File: config.mk
export PLATFORM = sky130hd
export DESIGN_NAME = ffc_div
export DESIGN_NICKNAME = d
export VERILOG_FILES = /design/src/ffc_pkg.sv /design/src/ffc_div.sv
export SDC_FILE = /design/constraint.sdc
export NUM_CORES = 1
export LEC_CHECK = 0
export BUFFER_PORTS_ARGS = -buffer_cell sky130_fd_sc_hd__buf_2
export CAP_MARGIN = 20
export CORE_AREA = 2 2 239 241
export DETAILED_ROUTE_END_ITERATION = 16
export DIE_AREA = 0 0 241 243
export HOLD_SLACK_MARGIN = 0.05
export PLACE_DENSITY = 0.88
export SLEW_MARGIN = 20
export SYNTH_ARGS = -nofsm -noshare
export SYNTH_HDL_FRONTEND = slang
export SYNTH_SLANG_ARGS = --single-unit
File: constraint.sdc
create_clock -name clk -period 19.74 [get_ports clk]
set_clock_uncertainty 0.05 [all_clocks]
set_input_delay 1.974 -clock clk [delete_from_list [all_inputs] [get_ports clk]]
set_output_delay 1.974 -clock clk [all_outputs]
set_load 0.1 [all_outputs]
File: src/ffc_pkg.sv
`default_nettype none
// ----------------------------------------------------------------------------
// ffc_pkg
// Shared constants, types and helper functions of the fuzzy fall classifier.
// ----------------------------------------------------------------------------
package ffc_pkg;

	localparam int FRAC_BITS       = 16;
	localparam int GRADE_W         = FRAC_BITS + 1;
	localparam int SMP_W           = 16;
	localparam int EDGE_W          = SMP_W + 1;
	localparam int DIFF_W          = SMP_W;
	localparam int STEPS_PER_STAGE = 4;
	localparam int DIV_STAGES      = (FRAC_BITS + STEPS_PER_STAGE - 1) / STEPS_PER_STAGE;
	localparam int DIV_STEPS       = DIV_STAGES * STEPS_PER_STAGE;
	localparam int QUOT_W          = DIV_STEPS + 1;
	localparam int QUOT_SHIFT      = DIV_STEPS - FRAC_BITS;
	localparam int PROD_W          = 2 * GRADE_W;
	localparam int RULES           = 9;
	localparam int SETS            = 3;
	localparam int LANES           = 2 * SETS;
	localparam int RULE_W          = 4;
	localparam int CLASS_W         = 2;
	localparam int CLASS_TBL_W     = RULES * CLASS_W;
	localparam int STRENGTH_W      = 17;
	localparam int CFG_IDX_W       = 3;
	localparam int CFG_DATA_W      = 48;
	localparam int PIPE_STAGES     = DIV_STAGES + 4;

	localparam logic [CLASS_TBL_W-1:0] CLASS_TBL_RST = 18'd152832;

	typedef enum logic [CFG_IDX_W-1:0] {
		REG_ACCEL_LOW  = 3'd0,
		REG_ACCEL_MID  = 3'd1,
		REG_ACCEL_HIGH = 3'd2,
		REG_SOUND_LOW  = 3'd3,
		REG_SOUND_MID  = 3'd4,
		REG_SOUND_HIGH = 3'd5,
		REG_CLASS_TBL  = 3'd6
	} cfg_reg_t;

	// One membership grade on its way through the divider.
	typedef struct packed {
		logic              sl;
		logic              one;
		logic [DIFF_W-1:0] rem;
		logic [DIFF_W-1:0] den;
		logic [QUOT_W-1:0] q;
	} lane_t;

	typedef struct packed {
		logic prod;
		logic grp;
		logic res;
	} pick_en_t;

	function automatic lane_t lane_const(input logic one);
		lane_t l;
		l     = '0;
		l.one = one;
		return l;
	endfunction

	function automatic lane_t lane_slope(input logic [DIFF_W-1:0] num,
		input logic [DIFF_W-1:0] den);
		lane_t l;
		l     = '0;
		l.sl  = 1'b1;
		l.den = den;
		if (num == den) begin
			l.q   = QUOT_W'(1);
			l.rem = '0;
		end else begin
			l.rem = num;
		end
		return l;
	endfunction

	function automatic lane_t lane_step(input lane_t li);
		lane_t         l;
		logic [DIFF_W:0] t;
		l = li;
		t = {l.rem, 1'b0};
		if (t >= {1'b0, l.den}) begin
			t     = t - {1'b0, l.den};
			l.rem = t[DIFF_W-1:0];
			l.q   = {l.q[QUOT_W-2:0], 1'b1};
		end else begin
			l.rem = t[DIFF_W-1:0];
			l.q   = {l.q[QUOT_W-2:0], 1'b0};
		end
		return l;
	endfunction

	function automatic logic [GRADE_W-1:0] lane_grade(input lane_t l);
		logic [GRADE_W-1:0] g;
		if (l.sl) begin
			g = l.q[QUOT_SHIFT +: GRADE_W];
		end else if (l.one) begin
			g = {1'b1, {FRAC_BITS{1'b0}}};
		end else begin
			g = '0;
		end
		return g;
	endfunction

endpackage
`default_nettype wire

File: src/ffc_div.sv
`default_nettype none
// ----------------------------------------------------------------------------
// ffc_div
// One stage of the restoring dividers: four quotient bits for every grade.
// ----------------------------------------------------------------------------
module ffc_div (
	input  wire logic                               clk,
	input  wire logic                               en,
	input  wire ffc_pkg::lane_t [ffc_pkg::LANES-1:0] lane_i,
	output ffc_pkg::lane_t [ffc_pkg::LANES-1:0]     lane_q
);

	ffc_pkg::lane_t [ffc_pkg::LANES-1:0] lane_d;

	always_comb begin
		for (int i = 0; i < ffc_pkg::LANES; i++) begin
			lane_d[i] = lane_i[i];
			for (int j = 0; j < ffc_pkg::STEPS_PER_STAGE; j++) begin
				lane_d[i] = ffc_pkg::lane_step(lane_d[i]);
			end
		end
	end

	always_ff @(posedge clk) begin
		if (en) begin
			lane_q <= lane_d;
		end
	end

endmodule
`default_nettype wire

; ---- Word level (Yosys, flattened, before mapping)
; Index checks and enable logic that the tools add are counted.
[word_totals]
romBits = 0
wordCells = 132
output_inout_bits = 306
mem_bits_rw = 0
latchBits = 0
n_memories = 0
reg_bits = 306
inputBits = 308
[classes]
mul = 0
shifts = 0
mux = 48
order_cmp = 24
n_eq_ne = 0
div_mod_pow = 0
n_addsub = 24
bitwise = 0
reduce_logical = 0
[op_table]
columns = op, count
row1 = >= comparator 17 x 16 -> 1 bit, 24
row2 = two-way mux 16 bit, 24
row3 = subtractor 16 bit, 24
row4 = two-way mux 1 bit, 24

; ---- Logic depth before layout (Yosys ltp)
[logic_depth]
depth_word = 8
ltp_mapped = 49

; ---- Least setup slack after synthesis
; Ideal clock, no wire load.
[synth_path]
kind = input to register
startpoint = input lane_i[27] (netlist name)
endpoint = register lane_q[39] (netlist name) (data pin)
setup_time_ns = 0.261
arrival_ns = 11.220
path_slack_ns = 8.209
path_stages = 46
path_cell_list = inv_1 > ha_1 > a21o_1 > a221o_1 > a21o_1 > a31oi_2 > a31o_1 > buf_4 > inv_2 > clkbuf_1 > mux2_2 > ha_1 > a21o_1 > a21o_1 > or3_1 > nor3_1 > o31ai_1 > and2_1 > (+10 left out) > a31oi_1 > o31ai_1 > a311o_1 > a21oi_4 > inv_2 > mux2_2 > ha_1 > a21oi_1 > o21ai_0 > a21oi_1 > nor2_1 > a211oi_1 > o31ai_1 > o31ai_1 > or3b_4 > buf_4 > and3_1 > a221o_1
[synth_lines]
columns = item, line_no
row1 = start: declaration, ffc_div.sv:9  ; input wire ffc_pkg::lane_t [ffc_pkg::LANES-1:0] lane_i,
row2 = end signal: assignment, ffc_div.sv:26  ; lane_q <= lane_d;
row3 = end: declaration, ffc_div.sv:10  ; output ffc_pkg::lane_t [ffc_pkg::LANES-1:0] lane_q

==> flow_summary.json <==
{
  "start_util": 0.547,
  "period_share": 0.700,
  "regMostFlops": "lane_q",
  "synth_seq_area_share": 0.300,
  "start_kind": "input port",
  "setup_tns_ns": 0,
  "io_pins": 614,
  "numPortBuffers": 589,
  "cts_tree": "built",
  "status": "finished, final reports clean",
  "place_area_sq_mm": 0.0343,
  "grt_pass1_vias": 26600,
  "maxSlewViolCount": 0,
  "coreArea_sq_mm": 0.0560,
  "antenna_found_initial": 23,
  "worstSetupEndpointType": "flop",
  "synth_edf_count": 306,
  "synth-seq-cells": 306,
  "worstHoldPathType": "input port to flop",
  "overflow": 0,
  "hpwl_um": 74100,
  "rsz0062_at_grt": "false",
  "root_buffer": "clkbuf_16",
  "finalSetupViolations": 0,
  "grt_max_degree": 93,
  "htreeDepth": 2,
  "final_hold_viol_count": 0,
  "avgRoutedWirePerCell_um": 19.8,
  "synthesis.area_sq_mm": 0.0306,
  "gp_congestion": 1.01,
  "fp.dieArea_sq_mm": 0.0586,
  "synth_top_cell_area_share": 0.300,
  "synth_warnings": 0,
  "final_cell_area_sq_mm": 0.0355,
  "final_common_cell": "buf_2",
  "via_per_inst": 6.05,
  "grt_pass1_wl_um": 142000,
  "postCtsSetupRepairBufs": 0,
  "vias": 28300,
  "dr.pass1.iters": 8,
  "final_antenna_net_count": 0,
  "reg_top3": "lane_q (306)",
  "synth_cell_types": 106,
  "dp.cells": 4588,
  "clkSlewWorstSetupHoldPaths_ns": 0.06,
  "cts_buffer_depth": 3,
  "crit_type": "input port to flop",
  "drc": 0,
  "syn_inst": 3294,
  "drt_iter0_markers": 2304,
  "critPathArrivalTime_ns": 14.06,
  "die_x_um": 241,
  "drive_gt1_frac": 0.235,
  "nFillCells": 4613,
  "grt_usage": 0.306,
  "layout_min_cycle_time_ns": 13.82,
  "cts_resized": 0,
  "cpPeakStageDelay_ns": 0.83,
  "largest_reg_flops": 306,
  "required_ns": 19.97,
  "layout.nets": 4551,
  "numCtsBuffers": 37,
  "finalNonFillerCells": 4671,
  "rows": 87,
  "synth.area.top_cells": "edfxtp_1, ha_1, mux2_2",
  "critPathSlowestCell": "o21ai_2",
  "max_freq_mhz": 72.3,
  "synthArstFlopShare": 0,
  "routed_wl_um": 92700,
  "cts.hold.buffers_added": 0,
  "hold_ws_ns": 1.52,
  "die_y_um": 243,
  "final_cell_mix": "buf_2, ha_1, edfxtp_1, a21oi_1, nor2_1",
  "ys.flop_type": "edfxtp_1",
  "clock_sinks": 306,
  "path_max_fanout": 30,
  "synthDominantAreaCellType": "edfxtp_1",
  "tightest_slew_ns": 1.05,
  "slew_headroom": 0.300,
  "synth_fp_nets": 3974,
  "maxCapViolations": 0,
  "syn_avg_cell_area_sq_um": 9.30,
  "synthToLayoutAreaGrowth_pct": 15.8
}
-- routing by layer --
metal	vias up	routed length (um)	global-route usage
met3	302	8260	0.0763
met5	-	87	0
li1	13600	-	-
met4	14	5700	0.180
met2	1213	43300	0.509
met1	13200	35300	0.354
-- area by class of cell --
type                    instances  area (sq um)  area share
inverters                     186           698      0.0197
clock buffers                  46           981      0.0276
diodes                         15          37.5     0.00106
repair buffers                594          3000      0.0844
clock inverters                22           190     0.00536
multi-input cells            2746         20400       0.576
flip-flops and latches        306          9190       0.259
well taps                     756           946      0.0267
-- cell families (layout without fill, tap and decap cells) --
kind of cell,Yosys count,after routing,synth area share
buffers and inverters,242,848,0.0327
AOI/OAI and AO/OA,998,998,0.216
and+or+nand+nor,895,895,0.142
adders and majority gates,372,372,0.153
other,0,15,0
muxes,197,197,0.0746
xor gates and xnor gates,284,284,0.0812
DFF,306,306,0.300
-- path summary, 6_finish.rpt --
| path | start | to | slack (ns) | cells past startpoint |
|---|---|---|---|---|
| hold / removal | lane_i[112] | lane_q[116] | 1.52 | 1 |
| setup / recovery | lane_i[178] | lane_q[188] | 5.92 | 41 |
-- synth_stat cells (61+ instances only) --
master and instances:
a21o_1 137, a21oi_1 266, edfxtp_1 306, ha_1 366
inv_1 173, mux2_2 157, nand2_1 223, nand3_1 61
nor2_1 262, nor3_1 73, o21a_1 78, o21ai_0 189
xnor2_1 175, xor2_1 109
-- critical path, delay by kind of cell --
family / cells / cell delay [ns]
simple gates: 6 / 1.57
fa+ha+maj: 4 / 1.38
mux: 1 / 0.46
buf+inv: 6 / 1.09
compound gates: 24 / 7.55
-- per-stage QoR --
stage	setup slack (ns)	utilization
2_1_floorplan	8.21	-
3_3_place_gp	5.86	0.612
3_5_place_dp	5.63	0.612
4_1_cts	6.18	0.633
5_1_grt	5.25	0.634
6_report	5.92	0.634
Power is left out: the tool's default activity adds up to more than one toggle a clock period on the data nets, which glitch-free logic cannot reach.
