==> config.mk <==
export PLATFORM = sky130hd
export DESIGN_NAME = ffc_fuzz
export DESIGN_NICKNAME = d
export VERILOG_FILES = /design/src/ffc_pkg.sv /design/src/ffc_fuzz.sv
export SDC_FILE = /design/constraint.sdc
export NUM_CORES = 1
export LEC_CHECK = 0
export ABC_AREA = 1
export ABC_CLOCK_PERIOD_IN_PS = 3400
export BUFFER_PORTS_ARGS = -buffer_cell sky130_fd_sc_hd__buf_2
export CAP_MARGIN = 20
export CORE_MARGIN = 2
export CORE_UTILIZATION = 25
export CTS_CLUSTER_DIAMETER = 60
export CTS_CLUSTER_SIZE = 30
export DETAILED_ROUTE_END_ITERATION = 10
export SYNTH_ARGS = -nofsm -noshare
export SYNTH_HDL_FRONTEND = slang
export SYNTH_SLANG_ARGS = --single-unit
==> constraint.sdc <==
create_clock -name clk -period 3.4 [get_ports clk]
set_input_delay 0.68 -clock clk [delete_from_list [all_inputs] [get_ports clk]]
set_output_delay 0.68 -clock clk [all_outputs]
set_load 0.005 [all_outputs]
==> src/ffc_pkg.sv <==
`default_nettype none
// ----------------------------------------------------------------------------
// ffc_pkg
// Shared constants, types and helper functions of the fuzzy fall classifier.
// ----------------------------------------------------------------------------
package ffc_pkg;

	localparam int FRAC_BITS       = 16;
	localparam int GRADE_W         = FRAC_BITS + 1;
	localparam int SMP_W           = 16;
	localparam int EDGE_W          = SMP_W + 1;
	localparam int DIFF_W          = SMP_W;
	localparam int STEPS_PER_STAGE = 4;
	localparam int DIV_STAGES      = (FRAC_BITS + STEPS_PER_STAGE - 1) / STEPS_PER_STAGE;
	localparam int DIV_STEPS       = DIV_STAGES * STEPS_PER_STAGE;
	localparam int QUOT_W          = DIV_STEPS + 1;
	localparam int QUOT_SHIFT      = DIV_STEPS - FRAC_BITS;
	localparam int PROD_W          = 2 * GRADE_W;
	localparam int RULES           = 9;
	localparam int SETS            = 3;
	localparam int LANES           = 2 * SETS;
	localparam int RULE_W          = 4;
	localparam int CLASS_W         = 2;
	localparam int CLASS_TBL_W     = RULES * CLASS_W;
	localparam int STRENGTH_W      = 17;
	localparam int CFG_IDX_W       = 3;
	localparam int CFG_DATA_W      = 48;
	localparam int PIPE_STAGES     = DIV_STAGES + 4;

	localparam logic [CLASS_TBL_W-1:0] CLASS_TBL_RST = 18'd152832;

	typedef enum logic [CFG_IDX_W-1:0] {
		REG_ACCEL_LOW  = 3'd0,
		REG_ACCEL_MID  = 3'd1,
		REG_ACCEL_HIGH = 3'd2,
		REG_SOUND_LOW  = 3'd3,
		REG_SOUND_MID  = 3'd4,
		REG_SOUND_HIGH = 3'd5,
		REG_CLASS_TBL  = 3'd6
	} cfg_reg_t;

	// One membership grade on its way through the divider.
	typedef struct packed {
		logic              sl;
		logic              one;
		logic [DIFF_W-1:0] rem;
		logic [DIFF_W-1:0] den;
		logic [QUOT_W-1:0] q;
	} lane_t;

	typedef struct packed {
		logic prod;
		logic grp;
		logic res;
	} pick_en_t;

	function automatic lane_t lane_const(input logic one);
		lane_t l;
		l     = '0;
		l.one = one;
		return l;
	endfunction

	function automatic lane_t lane_slope(input logic [DIFF_W-1:0] num,
		input logic [DIFF_W-1:0] den);
		lane_t l;
		l     = '0;
		l.sl  = 1'b1;
		l.den = den;
		if (num == den) begin
			l.q   = QUOT_W'(1);
			l.rem = '0;
		end else begin
			l.rem = num;
		end
		return l;
	endfunction

	function automatic lane_t lane_step(input lane_t li);
		lane_t         l;
		logic [DIFF_W:0] t;
		l = li;
		t = {l.rem, 1'b0};
		if (t >= {1'b0, l.den}) begin
			t     = t - {1'b0, l.den};
			l.rem = t[DIFF_W-1:0];
			l.q   = {l.q[QUOT_W-2:0], 1'b1};
		end else begin
			l.rem = t[DIFF_W-1:0];
			l.q   = {l.q[QUOT_W-2:0], 1'b0};
		end
		return l;
	endfunction

	function automatic logic [GRADE_W-1:0] lane_grade(input lane_t l);
		logic [GRADE_W-1:0] g;
		if (l.sl) begin
			g = l.q[QUOT_SHIFT +: GRADE_W];
		end else if (l.one) begin
			g = {1'b1, {FRAC_BITS{1'b0}}};
		end else begin
			g = '0;
		end
		return g;
	endfunction

endpackage
`default_nettype wire

==> src/ffc_fuzz.sv <==
`default_nettype none
// ----------------------------------------------------------------------------
// ffc_fuzz
// Segment selection for one input: sets up the low, medium and high grades.
// ----------------------------------------------------------------------------
module ffc_fuzz (
	input  wire logic                                clk,
	input  wire logic                                en,
	input  wire logic signed [ffc_pkg::EDGE_W-1:0]   x,
	input  wire logic signed [ffc_pkg::EDGE_W-1:0]   lo0,
	input  wire logic signed [ffc_pkg::EDGE_W-1:0]   lo1,
	input  wire logic signed [ffc_pkg::EDGE_W-1:0]   mid0,
	input  wire logic signed [ffc_pkg::EDGE_W-1:0]   mid1,
	input  wire logic signed [ffc_pkg::EDGE_W-1:0]   mid2,
	input  wire logic signed [ffc_pkg::EDGE_W-1:0]   hi0,
	input  wire logic signed [ffc_pkg::EDGE_W-1:0]   hi1,
	output ffc_pkg::lane_t [ffc_pkg::SETS-1:0]       lane_s1
);

	ffc_pkg::lane_t [ffc_pkg::SETS-1:0] lane_d;

	function automatic logic [ffc_pkg::DIFF_W-1:0] dif(
		input logic signed [ffc_pkg::EDGE_W-1:0] a,
		input logic signed [ffc_pkg::EDGE_W-1:0] b);
		logic signed [ffc_pkg::EDGE_W:0] s;
		s = $signed({a[ffc_pkg::EDGE_W-1], a}) - $signed({b[ffc_pkg::EDGE_W-1], b});
		return s[ffc_pkg::DIFF_W-1:0];
	endfunction

	always_comb begin
		if (x <= lo0) begin
			lane_d[0] = ffc_pkg::lane_const(1'b1);
		end else if (x <= lo1) begin
			lane_d[0] = ffc_pkg::lane_slope(dif(lo1, x), dif(lo1, lo0));
		end else begin
			lane_d[0] = ffc_pkg::lane_const(1'b0);
		end

		if (x <= mid0) begin
			lane_d[1] = ffc_pkg::lane_const(1'b0);
		end else if (x <= mid1) begin
			lane_d[1] = ffc_pkg::lane_slope(dif(x, mid0), dif(mid1, mid0));
		end else if (x <= mid2) begin
			lane_d[1] = ffc_pkg::lane_slope(dif(mid2, x), dif(mid2, mid1));
		end else begin
			lane_d[1] = ffc_pkg::lane_const(1'b0);
		end

		if (x <= hi0) begin
			lane_d[2] = ffc_pkg::lane_const(1'b0);
		end else if (x <= hi1) begin
			lane_d[2] = ffc_pkg::lane_slope(dif(x, hi0), dif(hi1, hi0));
		end else begin
			lane_d[2] = ffc_pkg::lane_const(1'b1);
		end
	end

	always_ff @(posedge clk) begin
		if (en) begin
			lane_s1 <= lane_d;
		end
	end

endmodule
`default_nettype wire

After elaboration in Yosys (flattened, before gate mapping)
Cells that the tools add are included.

Output and inout bits: 153. Input port bits: 138. Logic and storage cells: 53. Bits in registers: 153.

$lt $le $gt $ge: 7. Equality and inequality tests: 4. Reduce and logical (&&, ||, !) cells: 5. Bitwise operators: 2. Mux-type cells: 12. Add/subtract/negate cells: 8.

Operators with widths (number): 2-to-1 mux 51 bit (4); subtractor 16 bit (8); <= comparator 17 bit (7); equality test 16 bit (4); 2-to-1 mux 16 bit (4); OR reduction 2 bit (3); OR reduction 3 bit (2); 2-to-1 mux 1 bit (4); inverter 1 bit (2).

Depth between registers and ports, before layout
Depth after elaboration: 5. Depth in mapped cells: 21. Gate-level depth less buffers: 20.

Worst setup path after synthesis
Ideal clock, no wire load.

Path kind: input port to flip-flop. Start point: input x[0] (netlist name). End point: register lane_s1[141] (netlist name) (data pin). Required time: 3.142 ns. Data arrival time: 2.774 ns. Path buffers: 1. Slack: 0.367 ns. Stages: 21. Cell sequence: inv_1 -> ha_1 -> inv_1 -> fa_1 -> nand3_1 -> nand2_1 -> nand3_1 -> nand2_1 -> nand2_1 -> nand2_1 -> nand2_1 -> nand2_1 -> nand2_1 -> nand2_1 -> inv_1 -> nand2_1 -> nor2_1 -> nand3_2 -> nand2_4 -> buf_6 -> nor2_1.

Longest elaborated chain between the ends: 3. Elaborated cells between the ends (all ways): 6. Those cells by class: 1 x add/sub; 2 x order compare; 1 x eq/ne; 1 x bitwise; 1 x reduce/logical.

Ends and longest elaborated chain: from (decl) (line ffc_fuzz.sv:9) `input wire logic signed [ffc_pkg::EDGE_W-1:0] x,`; subtractor 16 bit or <= comparator 17 bit (tied branches) (line ffc_fuzz.sv:26, ffc_fuzz.sv:51); equality test 16 bit or inverter 1 bit (tied branches); OR reduction 3 bit (no source line); to (signal assigned) (line ffc_fuzz.sv:60) `lane_s1 <= lane_d;`; to (decl) (line ffc_fuzz.sv:17) `output ffc_pkg::lane_t [ffc_pkg::SETS-1:0] lane_s1`.

Parallel ways exist; a longest one is shown, timed or not. A chain may end at the register's enable or synchronous reset.

Worst setup path after layout
Start point: input mid2[0] (netlist name). End point: register lane_s1[95] (netlist name) (data pin).

Longest elaborated chain between the ends: 5. Elaborated cells between the ends (all ways): 7. Those cells by class: 2 x add/sub; 1 x order compare; 1 x eq/ne; 3 x mux.

Ends and longest elaborated chain: from (decl) (line ffc_fuzz.sv:14) `input wire logic signed [ffc_pkg::EDGE_W-1:0] mid2,`; subtractor 16 bit (line ffc_fuzz.sv:26) `s = $signed({a[ffc_pkg::EDGE_W-1], a}) - $signed({b[ffc_pkg::EDGE_W-1], b});`; equality test 16 bit (line ffc_pkg.sv:70) `if (num == den) begin`; 2-to-1 mux 16 bit (line ffc_pkg.sv:70); 2-to-1 mux 51 bit * (line ffc_fuzz.sv:43) `end else if (x <= mid2) begin`; 2-to-1 mux 51 bit * (line ffc_fuzz.sv:41) `end else if (x <= mid1) begin`.

Mark *: on every way between the ends. The rest lies on a longest branch, timed or not.

==> flow_metrics.tcl <==
set metrics [dict create \
    ctsHoldBuffers 0 \
    cap_violations 0 \
    crit_chain "buf_2, inv_1, ha_1, fa_1, inv_1, nand2_1, nand2_1, nor2_1, nand2_1, nor2_1, nand3_1, nor2_1, nand2_1, nor2_1, nand3_1, nor2_2, nand2_4, nand2_1, a21oi_1" \
    tightestPinTransition_ns 0.529 \
    min_period_over_period 0.915 \
    slew_viol_final 0 \
    drt_iter0_drc 1457 \
    p_switching_w 0.00283 \
    io_pins 291 \
    pwr-share-seq 0.268 \
    gp_congestion 0.958 \
    cts_buffers 9 \
    fin_nets 3301 \
    cp_max_fo 16 \
    fp.dieH_um 257 \
    htree_levels 3 \
    synth_top_area_frac 0.203 \
    hold_viol_final 0 \
    cp_slowest_cell "fa_1" \
    crit_buf_inv 3 \
    layout_min_cycle_time_ns 3.11 \
    yosysWarnings 0 \
    drc 0 \
    cp_slowest_stage_delay_ns 0.60 \
    antenna_found_initial 2 \
    p_leak_nw 10.8 \
    placed_cells 3779 \
    wl_mm 63.0 \
    area_growth_pct 20.3 \
    start_kind "input port" \
    path_clk_slew_ns 0.08 \
    ys_types 51 \
    core-area_mm2 0.0633 \
    grt_pass1_vias 16253 \
    whs_ns 0.795 \
    outcome "completed" \
    clockRootBuffer "clkbuf_16" \
    final_cells 3797 \
    cp.required_ns 3.55 \
    use_met2 0.296 \
    grt_use_met3 0.0263 \
    fmax_ghz 0.321 \
    vias 17479 \
    yosys.area.top_type "nand2_1" \
    ys_top_cells_by_area "nand2_1 (20%), edfxtp_1 (19%), ha_1 (16%)" \
    rows 92 \
    power_density_mw_per_mm2 327 \
    largest_reg_flops 104 \
    hp-class "input port to flip-flop" \
    cts.sinks 104 \
    largest_register "lane_s1" \
    startpoint "mid2[0]" \
    cp.depth 19 \
    syn_area_mm2 0.0161 \
    cts_tree "built" \
    rsz0062_at_grt "no" \
    path_delay_family "simple AND/OR/NAND/NOR gates" \
    synthCells 2592 \
    hold_start "hi0[0]" \
    cp_data_arrival_time_ns 3.26 \
    reg.largest.list "lane_s1: 104 flops" \
    synth_most_common_cell "nand2_1" \
    synth-seq-area-share 0.195 \
    crit_top_cell "nand2_1" \
    ant_nets 0 \
    drt_pass1_iterations 8 \
    cts_resized 0 \
    hpwl_mm 54.9 \
    io_buffers 241 \
    cts_buffer_depth 2 \
    p_clk_frac 0.186 \
    globalRouteTotalUtil 0.187 \
    crit_path_end "lane_s1[95]$_SDFFCE_PP0P_" \
    grt_max_degree 40 \
    grtUsageMet1 0.267 \
    crit_type "input port to flip-flop" \
    die_w_um 257 \
    die-area_mm2 0.0662 \
    start_util 0.254 \
    synth-main-ff-cell "edfxtp_1" \
    ir_worst_vdd_mv 0.228 \
    cts_setup_buffers 0 \
    p_comb_frac 0.545 \
    synth_edf_count 104 \
    vias_per_cell 4.60 \
    grt_overflow 0 \
    drive_gt1_frac 0.157 \
    switching_share 0.448 \
    grt_busiest_layer "met2" \
    syn_avg_cell_area_um2 6.19 \
    maxSlewHeadroom 0.644 \
    async_flop_share 0 \
    final_util 0.305 \
    finalSetupViolCount 0 \
    wire_per_inst_um 16.6 \
    synth_common_cells "nand2_1 (868), inv_1 (414), nor2_1 (265)" \
    grt_pass1_wl_mm 93.7 \
    ys_ff_latch 104 \
    critPathCaptureType "flip-flop" \
    internal_power_w 0.00349 \
]
worst min-delay path, delay by kind of cell:
family | cells | cell delay [ns]
and+or+nand+nor | 1 | 0.05
buffers and inverters | 1 | 0.12
adders and majority gates | 1 | 0.17
cell families (layout without fill, tap and decap cells):
kind of cell    count (synthesis)  count (layout)  share of synthesized area
xor+xnor                       46              46                     0.0256
simple gates                 1488            1488                      0.390
buf+inv                       494             803                      0.131
fa+ha+maj                     219             219                      0.174
flops                         104             104                      0.195
compound gates                240             240                     0.0836
other cells                     1              51                   0.000234
power by group through the flow:
stage               Combinational (W)  Clock (W)  Sequential [W]
floorplan                     0.00212          0         0.00172
global placement              0.00339          0         0.00173
detailed placement            0.00340          0         0.00172
CTS                           0.00341    0.00121         0.00170
global route                  0.00386    0.00124         0.00171
finish                        0.00345    0.00118         0.00170
how the worst min path moves through the flow:
stage,end,depth (start not counted)
2_1_floorplan,lane_s1[0]$_SDFFCE_PP0P_,0
3_3_place_gp,lane_s1[30],1
3_5_place_dp,lane_s1[50],1
4_1_cts,lane_s1[119]$_SDFFCE_PP0P_,3
5_1_grt,lane_s1[119]$_SDFFCE_PP0P_,3
6_report,lane_s1[119]$_SDFFCE_PP0P_,3
routing by layer:
layer  part of all wire  up-vias  wire length, um
met5            0.00021        -               13
met4              0.019        2             1200
met3              0.072       54             4560
met2               0.43      618            27100
met1               0.48     7928            30100
li1                   -     8877                -
cell type report:
cell class / count / area [um^2]
timing repair buffer: 364 / 2220
multi-input combinational: 2042 / 11000
clock inverter: 6 / 86.3
inverter: 423 / 1590
antenna: 2 / 5.00
fill: 7187 / 44000
clock buffer: 10 / 229
sequential: 104 / 3120
tap: 846 / 1060
stage by stage:
stage	total power, W	cell area (um^2)	setup slack [ns]	setup TNS [ns]
final	0.00632	19300	0.289	0
after CTS	0.00632	19300	0.382	0
after global routing	0.00681	19300	0.149	0
after floorplan	0.00384	16200	0.367	0
after detailed placement	0.00512	19000	-0.0427	-0.379
after global placement	0.00512	19000	-0.0401	-0.563
cell usage in the layout, fill, tap and decap left out, types with 2 or more instances in the layout:
cell and count:
nand2_1 868, inv_1 414, nor2_1 265, buf_2 240, ha_1 211, nand3_1 207
a21oi_1 152, buf_4 117, edfxtp_1 104, conb_1 49, nand4_1 45, o21ai_0 42
nand2_2 27, xor2_1 24, xnor2_1 21, nor2_2 18, nand3b_1 14, nor3_1 13
a21o_1 11, clkbuf_16 9, a21oi_2 8, nand3_2 8, fa_1 8, inv_2 7
buf_12 7, and2_1 6, o21a_1 5, or2_2 5, o21ai_1 5, o211ai_1 3
nor4_1 3, diode_2 2, or3_1 2, a21boi_1 2, o21ai_2 2, clkinv_1 2
o21bai_1 2, nand2_4 2, inv_8 2
Note: power is estimated with default switching activity, not from simulation.
